[src/acp_pkg.sv]
package acp_pkg;

    typedef logic [2:0] mac_cmd_t;

    localparam mac_cmd_t MAC_NONE    = 3'd0;
    localparam mac_cmd_t MAC_LOAD    = 3'd1;
    localparam mac_cmd_t MAC_ADD     = 3'd2;
    localparam mac_cmd_t MAC_ADD_SHR = 3'd3;
    localparam mac_cmd_t MAC_ADD_SHL = 3'd4;

    localparam logic [3:0] REQ_TICK    = 4'd0;
    localparam logic [3:0] REQ_ENABLE  = 4'd1;
    localparam logic [3:0] REQ_DISABLE = 4'd2;
    localparam logic [3:0] REQ_CANCEL  = 4'd3;
    localparam logic [3:0] REQ_RESUME  = 4'd4;
    localparam logic [3:0] REQ_PLUS10  = 4'd5;
    localparam logic [3:0] REQ_PLUS5   = 4'd6;
    localparam logic [3:0] REQ_MINUS10 = 4'd7;
    localparam logic [3:0] REQ_MINUS5  = 4'd8;
    localparam logic [3:0] REQ_GAP     = 4'd9;

    localparam logic [2:0] CFG_SPEED_P = 3'd0;
    localparam logic [2:0] CFG_SPEED_I = 3'd1;
    localparam logic [2:0] CFG_SPEED_D = 3'd2;
    localparam logic [2:0] CFG_GAP_P   = 3'd3;
    localparam logic [2:0] CFG_GAP_I   = 3'd4;
    localparam logic [2:0] CFG_GAP_D   = 3'd5;
    localparam logic [2:0] CFG_ACCEL   = 3'd6;
    localparam logic [2:0] CFG_DECEL   = 3'd7;

    localparam logic [1:0] MODE_PASS  = 2'd0;
    localparam logic [1:0] MODE_SPEED = 2'd1;
    localparam logic [1:0] MODE_GAP   = 2'd2;

    localparam logic signed [18:0] CAR_LEN    = 19'sd1280;
    localparam logic signed [18:0] FIFTY_M    = 19'sd12800;
    localparam logic signed [21:0] SPEED_MAX  = 22'sd131071;
    localparam logic signed [11:0] DIV_OFFSET = 12'sd1000;
    localparam logic [15:0]        RECIP5     = 16'd52429;

endpackage

[src/acp_mac.sv]
module acp_mac
    import acp_pkg::*;
(
    input  logic                clk,
    input  logic                rst_n,
    input  logic signed [24:0]  op_a,
    input  logic signed [24:0]  op_b,
    input  mac_cmd_t            cmd,
    output logic signed [59:0]  acc
);

    logic signed [49:0] prod_reg;
    mac_cmd_t           cmd_reg;
    logic signed [59:0] acc_reg;
    logic signed [59:0] acc_next;
    logic signed [59:0] prod_ext;

    assign prod_ext = {{10{prod_reg[49]}}, prod_reg};

    always_comb
    begin
        unique case (cmd_reg)
            MAC_LOAD:    acc_next = prod_ext;
            MAC_ADD:     acc_next = acc_reg + prod_ext;
            MAC_ADD_SHR: acc_next = acc_reg + (prod_ext >>> 16);
            MAC_ADD_SHL: acc_next = acc_reg + (prod_ext <<< 8);
            default:     acc_next = acc_reg;
        endcase
    end

    always_ff @(posedge clk or negedge rst_n)
    begin
        if (!rst_n)
        begin
            cmd_reg <= MAC_NONE;
        end
        else
        begin
            cmd_reg <= cmd;
        end
    end

    always_ff @(posedge clk)
    begin
        prod_reg <= op_a * op_b;
        acc_reg  <= acc_next;
    end

    assign acc = acc_reg;

endmodule

[config.mk]
export PLATFORM = sky130hd
export DESIGN_NAME = acp_mac
export DESIGN_NICKNAME = d
export VERILOG_FILES = /design/src/acp_pkg.sv /design/src/acp_mac.sv
export SDC_FILE = /design/constraint.sdc
export NUM_CORES = 2
export LEC_CHECK = 0
export BUFFER_PORTS_ARGS = -buffer_cell sky130_fd_sc_hd__buf_4
export CAP_MARGIN = 20
export CORE_MARGIN = 4
export CORE_UTILIZATION = 50
export DETAILED_ROUTE_END_ITERATION = 12
export PLACE_DENSITY = 0.66
export RECOVER_POWER = 25
export SYNTH_ARGS = -nofsm -noshare
export SYNTH_HDL_FRONTEND = slang
export SYNTH_SLANG_ARGS = --single-unit
[constraint.sdc]
create_clock -name clk -period 4.9 [get_ports clk]
set_clock_uncertainty 0.05 [all_clocks]
set_input_delay 0.245 -clock clk [delete_from_list [all_inputs] [get_ports clk]]
set_output_delay 0.245 -clock clk [all_outputs]
set_load 0.05 [all_outputs]
Yosys cells after proc, flatten, opt, wreduce, memory -nomap -nowiden

Index checks and enable logic that the tools add are counted.

Output and inout port bits: 60
Register bits after elaboration: 113

Multiplexer cells: 1
Reduce and logical (&&, ||, !) cells: 1
Equality and inequality tests: 4
Add/subtract/negate cells: 3
Multiply operators: 1

Operator list:

| cell                                                                   | number |
|---|---|
| 60-bit case mux with 4 select lines                                    | 1 |
| 60-bit by 34-bit adder with 60-bit output                              | 1 |
| 60-bit by 50-bit adder with 60-bit output                              | 1 |
| 60-bit by 58-bit adder with 60-bit output                              | 1 |
| 25-bit by 25-bit multiplier with 50-bit output                         | 1 |
| 3-bit by 2-bit equality test with 1-bit output (second input constant) | 2 |
| 4-bit nonzero test                                                     | 1 |
| 3-bit by 1-bit equality test with 1-bit output (second input constant) | 1 |
| 3-bit equality test (second input constant)                            | 1 |

Depth between registers and ports, before layout

Depth in word-level cells: 2
Mapped depth: 28

Least setup slack after synthesis

OpenSTA, ideal clock, no wires.

Path type: input to register
Start: input port op_b[4]
End: register prod_reg[49]
Setup slack: -1,937 ps
Data required time: 4,724 ps
Data arrival time: 6,661 ps
Stages: 25
Setup time: 126 ps
Buffers on the path: 2
Cell sequence: clkbuf_1 > clkbuf_1 > nand2_1 > fa_1 > inv_1 > fa_1 > inv_1 > fa_1 > fa_1 > inv_1 > fa_1 > fa_1 > inv_1 > fa_1 > inv_1 > ha_1 > nand4_1 > o21a_1 > o21ai_0 > a31oi_4 > a211o_1 > a31o_2 > o221a_4 > o41ai_2 > xnor2_1

Longest elaborated chain between the ends: 1

Ends and longest elaborated chain:

| item                                           | line          | source |
|---|---|---|
| start: declaration                             | acp_mac.sv:7  | `input logic signed [24:0] op_b,` |
| 25-bit by 25-bit multiplier with 50-bit output | acp_mac.sv:45 | `prod_reg <= op_a * op_b;` |
| end signal: assignment                         | acp_mac.sv:45 |  |
| end: declaration                               | acp_mac.sv:12 | `logic signed [49:0] prod_reg;` |

No other way between the ends.
A chain may end at the register's enable or synchronous reset.

Worst setup path after layout

Start: input port op_a[11]
End: register prod_reg[49]

Longest elaborated chain between the ends: 1

Ends and longest elaborated chain:

| item                                           | line          | source |
|---|---|---|
| start: declaration                             | acp_mac.sv:6  | `input logic signed [24:0] op_a,` |
| 25-bit by 25-bit multiplier with 50-bit output | acp_mac.sv:45 |  |

No other way between the ends.

==> results.toml <==
[worst_setup_path]
worst-endpoint-arrival_ns = 6.47
crit_fanout = 15
critPathLaunchType = "input pin"
critPathRequiredTime_ns = 5.22
rrSetupSlack_ns = 0.15
critPathKind = "in -> reg"
end_kind = "flop"

[layout]
multi_input_area_um2 = 28300
fill_cells = 5688
n_antenna_cell = 0
largest_reg_flops = 60
drive_gt1_frac = 0.203
register_area_um2 = 2880
nets = 5038
syn_to_final_growth_pct = 20.0
fin_util = 0.606

[clock_network]
cts_buffer_depth = 2
cts_buffers = 17
clkLatencyLatePin_ns = 0.44
cts_tree = "done"
cts_sinks = 113
cts_root_buf = "clkbuf_16"
htree_levels = 4
cts.clk_slew.worst_paths_ns = 0.06

[synth]
ys_top_cells_by_count = "inv_1, fa_1, nand2_1"
synth_area_leaders = "fa_1, ha_1, inv_1, and2_1, edfxtp_1"
synth_area_um2 = 33200
ys_seq_elements = 113
yosysTopAreaCellShare = 0.397
yosys.area.top_type = "fa_1"
synth.most_common_cell = "inv_1"
synthesis.instances = 3702
async_flop_share = 0.0265
synth_seq_area_share = 0.0866
ys.warnings.count = 0
synth.distinct_cells = 92
syn_nets = 4666
syn_area_per_cell_um2 = 8.98
synth_enable_flop_cells = 60
ys.flop_type = "edfxtp_1"

[run_status]
violations = "negative setup slack"
status = "finished with violations"

[route]
viasPerCell = 5.47
via_count = 27100
wl_per_cell_um = 19.4
wirelength_um = 96100
ant_nets = 0
first_iter_violations = 2296
drt-pass1-iter-count = 6
route.detailed.drc = 0

[worst_hold_path]
min_path_type = "in -> async"

[timing]
setup_tns_ns = -28.86
rsz0062_at_grt = "yes"
worst_pin_slew_ns = 0.792
finalHoldViolCount = 0
final.setup.worst_slack_ns = -1.24
fmax_ghz = 0.163
min_period_ns = 6.14
slew_violations = 0
min_period_over_period = 1.25
setup_violations = 38
slew_headroom = 0.472

[floorplan]
rows = 94
die_h_um = 266
die_area_um2 = 70700
start_util = 0.505
coreArea_um2 = 65900
die_w_um = 266
ios = 115

[grt]
overflow = 0
grt_pass1_wl_um = 154000
track_usage = 0.275
grt_pass1_vias = 28100
antenna_found_initial = 0
grt_max_degree = 52

[place]
hpwl_um = 81100
gp_congestion = 0.952
io_buffers = 114

[job]
cap_violations = 0
## cell families (layout without fill, tap and decap cells)
kind of cell             Yosys count  in the layout  share of synthesized area
AO/OA/AOI/OAI                    606            606                      0.119
buffers and inverters            845           1230                     0.0962
AND/OR/NAND/NOR                 1039           1039                      0.154
XOR/XNOR                         151            151                     0.0398
flip-flops                       113            113                     0.0866
adder cells (fa/ha/maj)          909            909                      0.491
multiplexers                      39             39                     0.0130
## final cells by class
| type | count | area share |
|---|---|---|
| sequential | 113 | 0.0722 |
| tap | 864 | 0.0271 |
| clock inverter | 13 | 0.00364 |
| timing repair buffer | 513 | 0.112 |
| inverter | 685 | 0.0646 |
| multi-input combinational | 2744 | 0.709 |
| clock buffer | 19 | 0.0116 |
## cell usage in the layout (no fill, tap or decap), types with 16 or more instances in the layout
cell and count:
a21o_1 84, a22oi_1 35, buf_4 365, nand3_1 33
nand2_1 419, nand2_2 16, edfxtp_1 60, fa_1 615
nand4_1 32, ha_1 221, clkbuf_1 35, and2_1 267
o21bai_1 29, a21oi_2 21, xnor2_1 87, ha_4 25
dfxtp_1 50, buf_6 61, a21oi_1 141, clkbuf_16 18
nand2b_1 21, inv_1 643, fa_2 45, and2_4 38
nor2b_1 17, mux2_2 34, buf_12 25, o21ai_0 117
nor2_1 109, inv_2 39, xor2_1 57
## metrics by stage
stage          hold WS (ns)  cells  instance area, µm²  worst slack [ns]
2_1_floorplan        -0.101   3702               33900             -1.37
3_3_place_gp        -0.0128   4865               37600             -1.78
3_5_place_dp       -0.00880   4865               37600             -1.84
4_1_cts              0.0576   4937               39500             -1.19
5_1_grt               0.116   4951               39900             -1.44
6_report              0.118   4951               39900             -1.24
## path summary, 6_finish.rpt
path / cells past startpoint / end / startpoint
max: 22 / prod_reg[49] / op_a[11]
min: 2 / cmd_reg[1] / rst_n
max reg2reg: 15 / acc[58] / cmd_reg[1]
min reg2reg: 2 / acc[0] / prod_reg[0]
max in group asynchronous: 2 / cmd_reg[0] / rst_n
min in group clk: 3 / prod_reg[0] / op_b[0]
## critical path, stage by stage
cell and delay, ns:
buf_12 0.14, nand2_1 0.09, fa_1 0.53, fa_1 0.56, inv_1 0.05, fa_1 0.49, fa_1 0.56, fa_2 0.44
fa_1 0.59, inv_2 0.06, fa_1 0.49, inv_2 0.05, ha_4 0.30, nand4_1 0.18, o21a_1 0.27, o21ai_2 0.17
a31oi_4 0.06, a211o_1 0.32, a31o_4 0.25, o221a_4 0.26, o41ai_4 0.22, xnor2_1 0.14
## routing by layer
layer / vias to the layer above / track usage / wire [µm] / part of all wire
met1: 13400 / 0.405 / 43300 / 0.45
met2: 1048 / 0.433 / 43200 / 0.45
met3: 129 / 0.0457 / 7860 / 0.082
li1: 12500 / - / - / -
met5: - / 0 / 0 / 0
met4: 0 / 0.0552 / 1770 / 0.018
## what timing repair did
action,4_1_cts,5_1_grt
pin swaps,135,111
setup buffers,35,16
cloned,3,0
endpoints found under the hold margin,6,0
hold buffers,4,0
setup endpoints to repair,38,42
resized for setup,223,129
Power is left out: the tool's default activity adds up to more than one toggle a clock period on the data nets, which glitch-free logic cannot reach.
